[src/design/lerb_pkg.sv]
`timescale 1ns / 1ps
package lerb_pkg;

  // default number of byte cells
  localparam int unsigned DEPTH_DEF = 64;

  localparam int unsigned BYTE_W = 8;
  // width of the count fields on the ports
  localparam int unsigned CNT_W = 7;

  localparam logic [BYTE_W-1:0] BACKSPACE     = 8'h08;
  localparam logic [BYTE_W-1:0] TERMINATOR_RST = 8'd13;
  // most bytes pulled by one read word
  localparam logic [CNT_W-1:0]  MAX_PULL      = 7'd64;

  // opcodes of an input word
  localparam logic OP_RX   = 1'b0;
  localparam logic OP_READ = 1'b1;

  // per-cycle control of the cell chain
  typedef struct packed {
    logic rotate;  // every cell takes its upper neighbor, cell 0 wraps to the top
    logic load;    // the selected cell takes the write byte
  } chain_ctl_t;

endpackage

[src/design/lerb_cell.sv]
`timescale 1ns / 1ps
module lerb_cell (
  input  logic                        clk,
  input  lerb_pkg::chain_ctl_t        ctl,
  input  logic                        sel,
  input  logic [lerb_pkg::BYTE_W-1:0] nbr,
  input  logic [lerb_pkg::BYTE_W-1:0] load_data,
  output logic [lerb_pkg::BYTE_W-1:0] q
);
  import lerb_pkg::*;

  logic [BYTE_W-1:0] q_next;

  // rotation wins over a load; the two never occur together
  always_comb begin
    q_next = q;
    if (ctl.rotate) begin
      q_next = nbr;
    end else if (ctl.load && sel) begin
      q_next = load_data;
    end
  end

  always_ff @(posedge clk) begin
    q <= q_next;
  end

endmodule

[src/design/lerb_chain.sv]
`timescale 1ns / 1ps
module lerb_chain #(
  parameter  int unsigned DEPTH = lerb_pkg::DEPTH_DEF,
  localparam int unsigned IW    = $clog2(DEPTH)
) (
  input  logic                        clk,
  input  lerb_pkg::chain_ctl_t        ctl,
  input  logic [IW-1:0]               wr_idx,
  input  logic [lerb_pkg::BYTE_W-1:0] wr_data,
  output logic [lerb_pkg::BYTE_W-1:0] head
);
  import lerb_pkg::*;

  logic [BYTE_W-1:0] cell_q [DEPTH];

  // ring of cells, cell 0 holds the oldest byte
  for (genvar i = 0; i < DEPTH; i++) begin : g_cell
    lerb_cell u_cell (
      .clk       (clk),
      .ctl       (ctl),
      .sel       (wr_idx == IW'(i)),
      .nbr       (cell_q[(i + 1) % DEPTH]),
      .load_data (wr_data),
      .q         (cell_q[i])
    );
  end

  assign head = cell_q[0];

endmodule

[src/design/line_edit_receive_buffer_top.sv]
`timescale 1ns / 1ps
// Received byte: one word, in the output register the cycle after acceptance.
// Read: one word per pulled byte, each via the POP state into the output register;
//   the first after acceptance, each later one after the previous word is taken;
//   a pulled first terminator adds a full SCAN turn. Nothing pulled: one word.
// A terminator write holds off input until a full rescan of the ring (SCAN) is done.
// One word in flight; next word accepted the cycle after the last result is taken.
// rst (sync, active high) empties the buffer and sets terminator to 13; cells not cleared.
module line_edit_receive_buffer_top #(
  parameter int unsigned DEPTH = lerb_pkg::DEPTH_DEF
) (
  input  logic        clk,
  input  logic        rst,
  // s_tdata: rx_byte[7:0], read_count[14:8], zero pad [15]
  input  logic        s_tvalid,
  output logic        s_tready,
  input  logic [15:0] s_tdata,
  // s_tuser: opcode[0]
  input  logic [0:0]  s_tuser,
  // terminator register write
  input  logic        cfg_valid,
  output logic        cfg_ready,
  input  logic [lerb_pkg::BYTE_W-1:0] cfg_data,
  // m_tdata: tx_byte[7:0], data_byte[15:8], cmd_length[22:16], used_count[29:23], pad
  output logic        m_tvalid,
  input  logic        m_tready,
  output logic [31:0] m_tdata,
  // m_tuser: tx_valid[0], data_valid[1]
  output logic [1:0]  m_tuser,
  output logic        m_tlast
);
  import lerb_pkg::*;

  localparam int unsigned CW = $clog2(DEPTH + 1);
  localparam int unsigned IW = $clog2(DEPTH);
  localparam int unsigned MW = (CW > CNT_W) ? CW : CNT_W;

  typedef enum logic [3:0] {
    ST_IDLE = 4'b0001,
    ST_POP  = 4'b0010,
    ST_SCAN = 4'b0100,
    ST_OUT  = 4'b1000
  } state_t;

  state_t            state, state_next;
  logic [BYTE_W-1:0] terminator, terminator_next;
  logic              dirty, dirty_next;
  logic [CW-1:0]     used, used_next;
  logic [CW-1:0]     cmd, cmd_next;
  logic              found, found_next;
  logic [IW-1:0]     scan_k, scan_k_next;
  logic [CNT_W-1:0]  remaining, remaining_next;
  logic              emit_pend, emit_pend_next;
  logic [BYTE_W-1:0] pull_byte, pull_byte_next;
  logic              pull_last, pull_last_next;

  // output register
  logic              o_txv, o_txv_next;
  logic [BYTE_W-1:0] o_txb, o_txb_next;
  logic              o_dv, o_dv_next;
  logic [BYTE_W-1:0] o_db, o_db_next;
  logic              o_last, o_last_next;
  logic [CNT_W-1:0]  o_cmd, o_cmd_next;
  logic [CNT_W-1:0]  o_used, o_used_next;

  chain_ctl_t        ctl;
  logic [BYTE_W-1:0] head;

  logic              in_op;
  logic [BYTE_W-1:0] in_byte;
  logic [CNT_W-1:0]  in_count;
  logic [CNT_W-1:0]  sat_count;
  logic [MW-1:0]     pull_count;

  assign in_op    = s_tuser[0];
  assign in_byte  = s_tdata[7:0];
  assign in_count = s_tdata[14:8];

  // pull count = min(read_count, limit, fill level)
  always_comb begin
    sat_count  = (in_count > MAX_PULL) ? MAX_PULL : in_count;
    pull_count = (MW'(sat_count) < MW'(used)) ? MW'(sat_count) : MW'(used);
  end

  assign s_tready  = (state == ST_IDLE) && !dirty && !cfg_valid;
  assign cfg_ready = (state == ST_IDLE);
  assign m_tvalid  = (state == ST_OUT);
  assign m_tdata   = {2'b00, o_used, o_cmd, o_db, o_txb};
  assign m_tuser   = {o_dv, o_txv};
  assign m_tlast   = o_last;

  // loads only happen below DEPTH, so the low bits select the cell
  lerb_chain #(.DEPTH(DEPTH)) u_chain (
    .clk     (clk),
    .ctl     (ctl),
    .wr_idx  (IW'(used)),
    .wr_data (in_byte),
    .head    (head)
  );

  // sequencer
  always_comb begin
    state_next      = state;
    terminator_next = terminator;
    dirty_next      = dirty;
    used_next       = used;
    cmd_next        = cmd;
    found_next      = found;
    scan_k_next     = scan_k;
    remaining_next  = remaining;
    emit_pend_next  = emit_pend;
    pull_byte_next  = pull_byte;
    pull_last_next  = pull_last;
    o_txv_next      = o_txv;
    o_txb_next      = o_txb;
    o_dv_next       = o_dv;
    o_db_next       = o_db;
    o_last_next     = o_last;
    o_cmd_next      = o_cmd;
    o_used_next     = o_used;
    ctl.rotate      = 1'b0;
    ctl.load        = 1'b0;

    case (state)
      ST_IDLE: begin
        if (cfg_valid) begin
          terminator_next = cfg_data;
          dirty_next      = 1'b1;
        end else if (dirty) begin
          // new terminator: search the whole buffer again
          dirty_next     = 1'b0;
          cmd_next       = '0;
          found_next     = 1'b0;
          scan_k_next    = '0;
          emit_pend_next = 1'b0;
          state_next     = ST_SCAN;
        end else if (s_tvalid) begin
          if (in_op == OP_RX) begin
            o_txv_next = 1'b1;
            if (in_byte == BACKSPACE) begin
              if (used != '0) begin
                used_next = used - 1'b1;
                // removed byte was the first terminator
                if (cmd == used) begin
                  cmd_next = '0;
                end
              end else begin
                o_txv_next = 1'b0;
              end
            end else if (used != CW'(DEPTH)) begin
              ctl.load  = 1'b1;
              used_next = used + 1'b1;
              if ((cmd == '0) && (in_byte == terminator)) begin
                cmd_next = used + 1'b1;
              end
            end
            o_txb_next     = o_txv_next ? in_byte : '0;
            o_dv_next      = 1'b0;
            o_db_next      = '0;
            o_last_next    = 1'b1;
            o_cmd_next     = CNT_W'(cmd_next);
            o_used_next    = CNT_W'(used_next);
            remaining_next = '0;
            state_next     = ST_OUT;
          end else if (pull_count == '0) begin
            o_txv_next     = 1'b0;
            o_txb_next     = '0;
            o_dv_next      = 1'b0;
            o_db_next      = '0;
            o_last_next    = 1'b1;
            o_cmd_next     = CNT_W'(cmd);
            o_used_next    = CNT_W'(used);
            remaining_next = '0;
            state_next     = ST_OUT;
          end else begin
            remaining_next = CNT_W'(pull_count);
            state_next     = ST_POP;
          end
        end
      end

      ST_POP: begin
        // take the head byte; rotating moves the next oldest into cell 0
        ctl.rotate     = 1'b1;
        pull_byte_next = head;
        pull_last_next = (remaining == CNT_W'(1));
        used_next      = used - 1'b1;
        remaining_next = remaining - 1'b1;
        if (cmd == CW'(1)) begin
          // first terminator leaves: find the next one
          cmd_next       = '0;
          found_next     = 1'b0;
          scan_k_next    = '0;
          emit_pend_next = 1'b1;
          state_next     = ST_SCAN;
        end else begin
          if (cmd != '0) begin
            cmd_next = cmd - 1'b1;
          end
          o_txv_next  = 1'b0;
          o_txb_next  = '0;
          o_dv_next   = 1'b1;
          o_db_next   = head;
          o_last_next = pull_last_next;
          o_cmd_next  = CNT_W'(cmd_next);
          o_used_next = CNT_W'(used_next);
          state_next  = ST_OUT;
        end
      end

      ST_SCAN: begin
        // one full turn of the ring, cell 0 compared each cycle
        ctl.rotate = 1'b1;
        if (!found && (CW'(scan_k) < used) && (head == terminator)) begin
          found_next = 1'b1;
          cmd_next   = CW'(scan_k) + 1'b1;
        end
        if (scan_k == IW'(DEPTH - 1)) begin
          scan_k_next = '0;
          if (emit_pend) begin
            emit_pend_next = 1'b0;
            o_txv_next     = 1'b0;
            o_txb_next     = '0;
            o_dv_next      = 1'b1;
            o_db_next      = pull_byte;
            o_last_next    = pull_last;
            o_cmd_next     = CNT_W'(cmd_next);
            o_used_next    = CNT_W'(used);
            state_next     = ST_OUT;
          end else begin
            state_next = ST_IDLE;
          end
        end else begin
          scan_k_next = scan_k + 1'b1;
        end
      end

      ST_OUT: begin
        if (m_tready) begin
          state_next = (remaining != '0) ? ST_POP : ST_IDLE;
        end
      end

      default: begin
        state_next = ST_IDLE;
      end
    endcase
  end

  // control state
  always_ff @(posedge clk) begin
    if (rst) begin
      state      <= ST_IDLE;
      terminator <= TERMINATOR_RST;
      dirty      <= 1'b0;
      used       <= '0;
      cmd        <= '0;
      found      <= 1'b0;
      scan_k     <= '0;
      remaining  <= '0;
      emit_pend  <= 1'b0;
    end else begin
      state      <= state_next;
      terminator <= terminator_next;
      dirty      <= dirty_next;
      used       <= used_next;
      cmd        <= cmd_next;
      found      <= found_next;
      scan_k     <= scan_k_next;
      remaining  <= remaining_next;
      emit_pend  <= emit_pend_next;
    end
  end

  // payload
  always_ff @(posedge clk) begin
    pull_byte <= pull_byte_next;
    pull_last <= pull_last_next;
    o_txv     <= o_txv_next;
    o_txb     <= o_txb_next;
    o_dv      <= o_dv_next;
    o_db      <= o_db_next;
    o_last    <= o_last_next;
    o_cmd     <= o_cmd_next;
    o_used    <= o_used_next;
  end

endmodule

[config.mk]
export PLATFORM = sky130hd
export DESIGN_NAME = line_edit_receive_buffer_top
export DESIGN_NICKNAME = d
export VERILOG_FILES = /design/src/design/lerb_pkg.sv /design/src/design/lerb_cell.sv /design/src/design/lerb_chain.sv /design/src/design/line_edit_receive_buffer_top.sv
export SDC_FILE = /design/constraint.sdc
export NUM_CORES = 1
export LEC_CHECK = 0
export ABC_AREA = 1
export CAP_MARGIN = 40
export CORE_ASPECT_RATIO = 0.9
export CORE_MARGIN = 2
export CORE_UTILIZATION = 30
export DETAILED_ROUTE_END_ITERATION = 7
export DONT_BUFFER_PORTS = 1
export SYNTH_ARGS = -nofsm -noshare
export SYNTH_HDL_FRONTEND = slang
export SYNTH_SLANG_ARGS = --single-unit
[constraint.sdc]
create_clock -name clk -period 10.8 [get_ports clk]
set_input_delay 2.16 -clock clk [delete_from_list [all_inputs] [get_ports clk]]
set_output_delay 2.16 -clock clk [all_outputs]
set_load 0.03 [all_outputs]
== Yosys cells after proc, flatten, opt, wreduce, memory -nomap -nowiden ==
Index checks and enable logic that the tools add are counted.

* Add/sub/neg operators: 6
* Order comparisons: 3
* Eq/ne operators: 89
* Multiplexer cells: 259
* Reduce and logical (&&, ||, !) cells: 154

{| class="wikitable"
|+ Operator list
! cell !! number
|-
| $mux W8 || 144
|-
| $mux W7 || 42
|-
| $eq A6 B6 Y1 const B || 33
|-
| $reduce_bool A2 Y1 || 65
|-
| $eq A6 B5 Y1 const B || 16
|-
| $logic_and A1 B1 Y1 || 69
|-
| $pmux W7 S3 || 3
|-
| $eq A6 B4 Y1 const B || 8
|-
| $pmux W8 S3 || 2
|-
| $mux W1 || 45
|-
| $mux W4 || 9
|-
| $pmux W7 S2 || 2
|-
| $eq A6 B3 Y1 const B || 4
|-
| $mux W6 || 4
|-
| $reduce_bool A7 Y1 || 3
|-
| $sub A7 B1 Y7 const B || 3
|-
| $ne A2 B2 Y1 const B || 9
|-
| $pmux W6 S3 || 1
|-
| $eq A8 B8 Y1 || 2
|-
| $pmux W4 S4 || 1
|-
| $reduce_and A4 Y1 || 4
|-
| $pmux W1 S3 || 5
|-
| $reduce_and A5 Y1 || 3
|-
| $eq A7 B1 Y1 const B || 2
|-
| 25 further kinds || 32
|}

* Bits in registers: 596
* Input port bits: 30
* Output and inout bits: 38
* Logic and storage cells: 593

== Longest topological paths before layout ==
* Depth in word-level cells: 14
* Gate-level depth with buffers: 19
* Mapped depth without buffers: 19

== Hierarchy ==
A second synthesis with hierarchy kept.

* Cells, all modules: 3,144
* Area total of the unflattened synthesis: 28,399.7 um2

{| class="wikitable"
|+ By module, submodules not included
! module !! times used !! cells an instance !! area each (um2) !! seq. area each (um2)
|-
| lerb_cell || 64 || 36 || 352.8 || 240.2
|-
| line_edit_receive_buffer_top || 1 || 736 || 5,405.2 || 2,102.0
|-
| lerb_chain || 1 || 104 || 412.9 || 0.0
|}

== Worst setup path before layout ==
OpenSTA, ideal clock, no wires.

* Path kind: input -> register
* From: input s_tdata[11]
* To: register o_last (netlist: m_tlast) (enable)
* Library setup time: 0.388 ns
* Arrival time: 4.516 ns
* Data required time: 10.412 ns
* Setup slack: 5.896 ns
* Stages on the path: 17
* Buffers on the path: 0
* Cells stage by stage: nor2_1 > nand3_1 > nand2_1 > nand2_1 > inv_1 > ha_1 > a21oi_1 > nor2_1 > a211oi_2 > nand2_1 > nand2_1 > o21ai_1 > nor2_1 > nand2_1 > nand2_1 > nand2_1 > inv_1

* Longest elaborated chain between the ends: 7

{| class="wikitable"
|+ RTL lines
! what !! line !! text
|-
| start: declaration || line_edit_receive_buffer_top.sv:17 || <nowiki>input logic [15:0] s_tdata,</nowiki>
|-
| $gt A7 B7 Y1 || line_edit_receive_buffer_top.sv:81 || <nowiki>sat_count = (in_count > MAX_PULL) ? MAX_PULL : in_count;</nowiki>
|-
| $mux W7 * || line_edit_receive_buffer_top.sv:81 ||
|-
| $lt A7 B7 Y1 || line_edit_receive_buffer_top.sv:82 || <nowiki>pull_count = (MW'(sat_count) < MW'(used)) ? MW'(sat_count) : MW'(used);</nowiki>
|-
| $mux W7 * || line_edit_receive_buffer_top.sv:82 ||
|-
| $logic_not A7 Y1 * || line_edit_receive_buffer_top.sv:165 || <nowiki>end else if (pull_count == '0) begin</nowiki>
|-
| $ne A3 B2 Y1 (no source line) * || n/a ||
|-
| $reduce_and A8 Y1 (no source line) * || n/a ||
|-
| end signal: assignment || line_edit_receive_buffer_top.sv:283 || <nowiki>o_last <= o_last_next;</nowiki>
|-
| end: declaration || line_edit_receive_buffer_top.sv:62 || <nowiki>logic o_last, o_last_next;</nowiki>
|}

Mark *: on every way between the ends. The rest lies on a longest branch, timed or not.
A chain may end at the register's enable or synchronous reset.

== Final worst setup path ==
* From: input s_tdata[11]
* To: register o_db[5] (enable)

* Longest elaborated chain between the ends: 7

{| class="wikitable"
|+ RTL lines
! what !! line !! text
|-
| $gt A7 B7 Y1 || line_edit_receive_buffer_top.sv:81 ||
|-
| $mux W7 * || line_edit_receive_buffer_top.sv:81 ||
|-
| $lt A7 B7 Y1 || line_edit_receive_buffer_top.sv:82 ||
|-
| $mux W7 * || line_edit_receive_buffer_top.sv:82 ||
|-
| $logic_not A7 Y1 * || line_edit_receive_buffer_top.sv:165 ||
|-
| $ne A3 B2 Y1 (no source line) * || n/a ||
|-
| $reduce_and A8 Y1 (no source line) * || n/a ||
|-
| end signal: assignment || line_edit_receive_buffer_top.sv:282 || <nowiki>o_db <= o_db_next;</nowiki>
|-
| end: declaration || line_edit_receive_buffer_top.sv:61 || <nowiki>logic [BYTE_W-1:0] o_db, o_db_next;</nowiki>
|}

Marked as above.

==> out/qor_table.md <==
| Result | This run |
|:---|:---|
| Status | finished, final reports clean |
| Max-cap violations | 0 |
| Largest vdd supply drop | 103 uV |
| Most common cell in the synthesized netlist | nand2_1 |
| Hold-fix buffer count after cts | 0 |
| Number of antenna violations at the first check in global routing | 0 |
| Chip Height | 282 um |
| Final design utilization | 0.345 |
| Sequence of cells on the critical path | nor2_1, nand3_1, nand2_1, nand2_1, inv_1, ha_1, a21oi_1, nor2_1, a211oi_2, nand2_1, nand2_1, o21ai_1, nor2_1, nand2_1, nand2_1, nand2_1, inv_1, buf_4 |
| Final setup violation count | 0 |
| Overall Global Routing Usage | 0.135 |
| Total clock sinks | 596 |
| Measured slew at the worst slew-check pin | 1.17 ns |
| Antenna-violating nets left | 0 |
| Worst hold stages | 2 |
| Fraction of met2 tracks used by global routing | 0.207 |
| Worst hold endpoint | found |
| Worst reg2reg path startpoint | used[0] |
| Distinct cell type count after synthesis | 43 |
| Drt pass-1 iters | 6 |
| Aggregate global routing overflow | 0 |
| I/O pin count | 68 |
| Critical-path cell with the highest stage delay | buf_4 |
| Critical Path End Type | flip-flop |
| Slew Viols, Final | 0 |
| Detail Placement HPWL | 36.5 mm |
| Worst setup slack for register-to-register paths | 6.71 ns |
| Post-CTS Setup Repair Bufs | 0 |
| Maximum clock frequency | 214 MHz |
| Sw Ratio | 0.320 |
| Clock Path Buffers | 3 |
| Worst Path Max Fanout | 24 |
| Via count of the first global-routing pass | 16382 |
| Gate count of the mapped netlist | 2515 |
| Power share of the combinational group | 0.198 |
| Internal Power | 4680 uW |
| Diode count | 0 |
| Vias per cell | 4.68 |
| Hold path startpoint | found |
| Hold Violations, Final | 0 |
| Setup repair after global routing missed its margin | no |
| Most Used Layer, Global Route | met2 |
| Proportion of synthesized chip area in sequential cells | 0.678 |
| Kind of path behind the tightest hold check | reg -> reg |
| Data arrival time of the critical path | 4.93 ns |
| Final worst path period need | 4.67 ns |
| Cell Count, Final, Fillers Out | 3680 |
| Most frequently used flop master after synthesis | edfxtp_1 |
| Async S/R FF share, synth | 0 |
| Number of buffers created by CTS | 66 |
| Total number of nets in the final design | 2550 |
| Number of DRC violations after detailed routing | 0 |
| Synthesis-stage register bit count | 596 |
| Clock tree from TritonCTS | built |
| Number of fillers in the final layout | 8343 |
| Leakage power | 0.0108 uW |
| Detail-routed net length per standard cell | 16.3 um |
| Net switching power | 2210 uW |
| Top cell types by occurrence after synthesis | 1183 x nand2_1, 554 x edfxtp_1, 119 x inv_1 |
| Proportion of layout cells with a drive suffix above 1 | 0.0750 |
| Global routing usage on met1 | 0.192 |
| Port bufs | 0 |
| Final Skew | 0.0157 ns |
| Proportion of power drawn by flip-flops and latches | 0.486 |
| Cell taking the most area after synthesis | edfxtp_1 |
| First-pass GRT wire length | 94.7 mm |
| Required arrival time at the worst endpoint | 11.06 ns |
| Post-CTS resize count | 0 |
| Number of rows in the core area | 101 |
| Final total negative setup slack | 0 ns |
| Met3 GRT Util | 0.0259 |
| Total routed wirelength | 60.1 mm |
| Reg2Reg Capture Point | u_chain.g_cell[35].u_cell.q[2] |
| RePlAce Congestion | 0.855 |
| Sequential cell area | 17500 um^2 |
| Pin count of the biggest net entering global routing | 255 |
| Power Dens Cells | 235 nW/um^2 |
| Fin crit share | 0.433 |
| Starting density of the core | 0.304 |
| Initial DRC count | 1574 |
| Post-synthesis cell area | 25800 um^2 |
| Synth top area share | 0.645 |
| Number of placed instances, taps included | 3562 |
| Clk network pwr share | 0.316 |
| Layout Area Growth over Synthesis | 13.6% |
| Mean Syn Cell Area | 10.3 um^2 |
| Via count of the routed design | 17226 |
| Multi-input gate area in the final layout | 7270 um^2 |
| CORE AREA | 84800 um^2 |
| Relative slew margins | 0.217 |
| Area of the die | 88300 um^2 |
| Category of the critical setup timing path | in -> reg |
| H-tree depth | 3 |
| Cell types with the largest area share after synthesis | edfxtp_1 65%, nand2_1 17%, dfxtp_1 3.3% |
| Clock transition at path regs | 0.06 ns |
| Kind of launch point of the worst setup path | input port |
| Horizontal extent of the die | 313 um |
| Delay of the slowest cell on the worst path | 0.40 ns |
| Depth of the worst register-to-register path | 14 |
| Critical Path Most Common Cell | nand2_1 |
| Ys Warns | 0 |
| Clock latency reported for the late side of the worst-skew pair | 0.60 ns |
| Number of enable flip-flop cells after synthesis | 554 |
| Library cell used as clock root buffer | clkbuf_16 |
==> state kept, by name (all words and copies together), names as in the netlist, 6 cells and up <==
register and count:
used 7, terminator 8, cmd 7, o_db 8, o_cmd 7, o_used 7, u_chain.g_cell.u_cell.q 512, remaining 7
o_txb 8, scan_k 6, pull_byte 8
==> worst max-delay path, delay by kind of cell <==
kind            cells  cell delay (ns)
simple gates       11             1.08
buf+inv             3             0.83
compound gates      3             0.59
fa+ha+maj           1             0.24
==> worst max-delay path by stage <==
stage                      from       to  slack, ns  cells after the start
finish              s_tdata[11]  o_db[5]       6.13                     18
detailed placement  s_tdata[10]  o_db[5]       5.56                     18
global route         s_tdata[8]  o_db[5]       5.81                     18
floorplan           s_tdata[11]  m_tlast       5.90                     17
global placement    s_tdata[11]  o_db[7]       5.54                     18
CTS                 s_tdata[10]  o_db[5]       6.19                     18
==> power groups by stage <==
stage | clock [uW] | combinational (uW) | sequential (uW)
2_1_floorplan | 0 | 985 | 3300
3_3_place_gp | 0 | 1300 | 3390
3_5_place_dp | 0 | 1350 | 3390
4_1_cts | 2220 | 1350 | 3350
5_1_grt | 2310 | 1540 | 3380
6_report | 2180 | 1360 | 3350
==> through the flow <==
step	worst slack (ns)	total power (uW)	hold WS, ns	instance area [um^2]
3_5_place_dp	5.56	4730	0.469	27200
3_3_place_gp	5.54	4690	0.460	26800
5_1_grt	5.81	7230	0.509	29300
2_1_floorplan	5.90	4290	0.438	25800
4_1_cts	6.19	6930	0.483	29300
6_report	6.13	6880	0.480	29300
==> routing by layer <==
metal  wire [um]  part of all wire
met4        1590             0.026
met2       26300              0.44
met3        3400             0.057
met1       28900              0.48
met5           0                 0
==> layout make-up <==
class / instances / share of cell area
sequential: 596 / 0.597
multi-input combinational: 1647 / 0.248
clock buffer: 81 / 0.0591
tap: 1133 / 0.0484
timing repair buffer: 58 / 0.0187
inverter: 130 / 0.0170
clock inverter: 35 / 0.0118
==> placed cells by master, fill, tap and decap left out, drive strengths merged, types with 2 or more instances in the layout <==
master,n
nand2,1183
dfxtp,42
a211oi,2
o31ai,34
xor2,11
ha,21
a21oi,61
xnor2,8
a221oi,2
a31oi,10
nor2,88
o21ai,132
inv,130
conb,2
nor3,10
bufinv,5
edfxtp,554
o22ai,3
nand3,46
nor4,4
clkbuf,81
o211ai,15
or2,3
nor3b,2
nand4,6
clkinv,29
buf,58
o221ai,2
==> logic make-up (layout without fill, tap and decap cells) <==
group	after synthesis	count (layout)	share of synthesized area
compound gates	262	262	0.0592
xor+xnor	19	19	0.00645
fa+ha+maj	21	21	0.0102
buf+inv	273	304	0.0429
flops	596	596	0.678
other cells	1	2	0.000145
simple gates	1343	1343	0.203
Note: power is estimated with default switching activity, not from simulation.
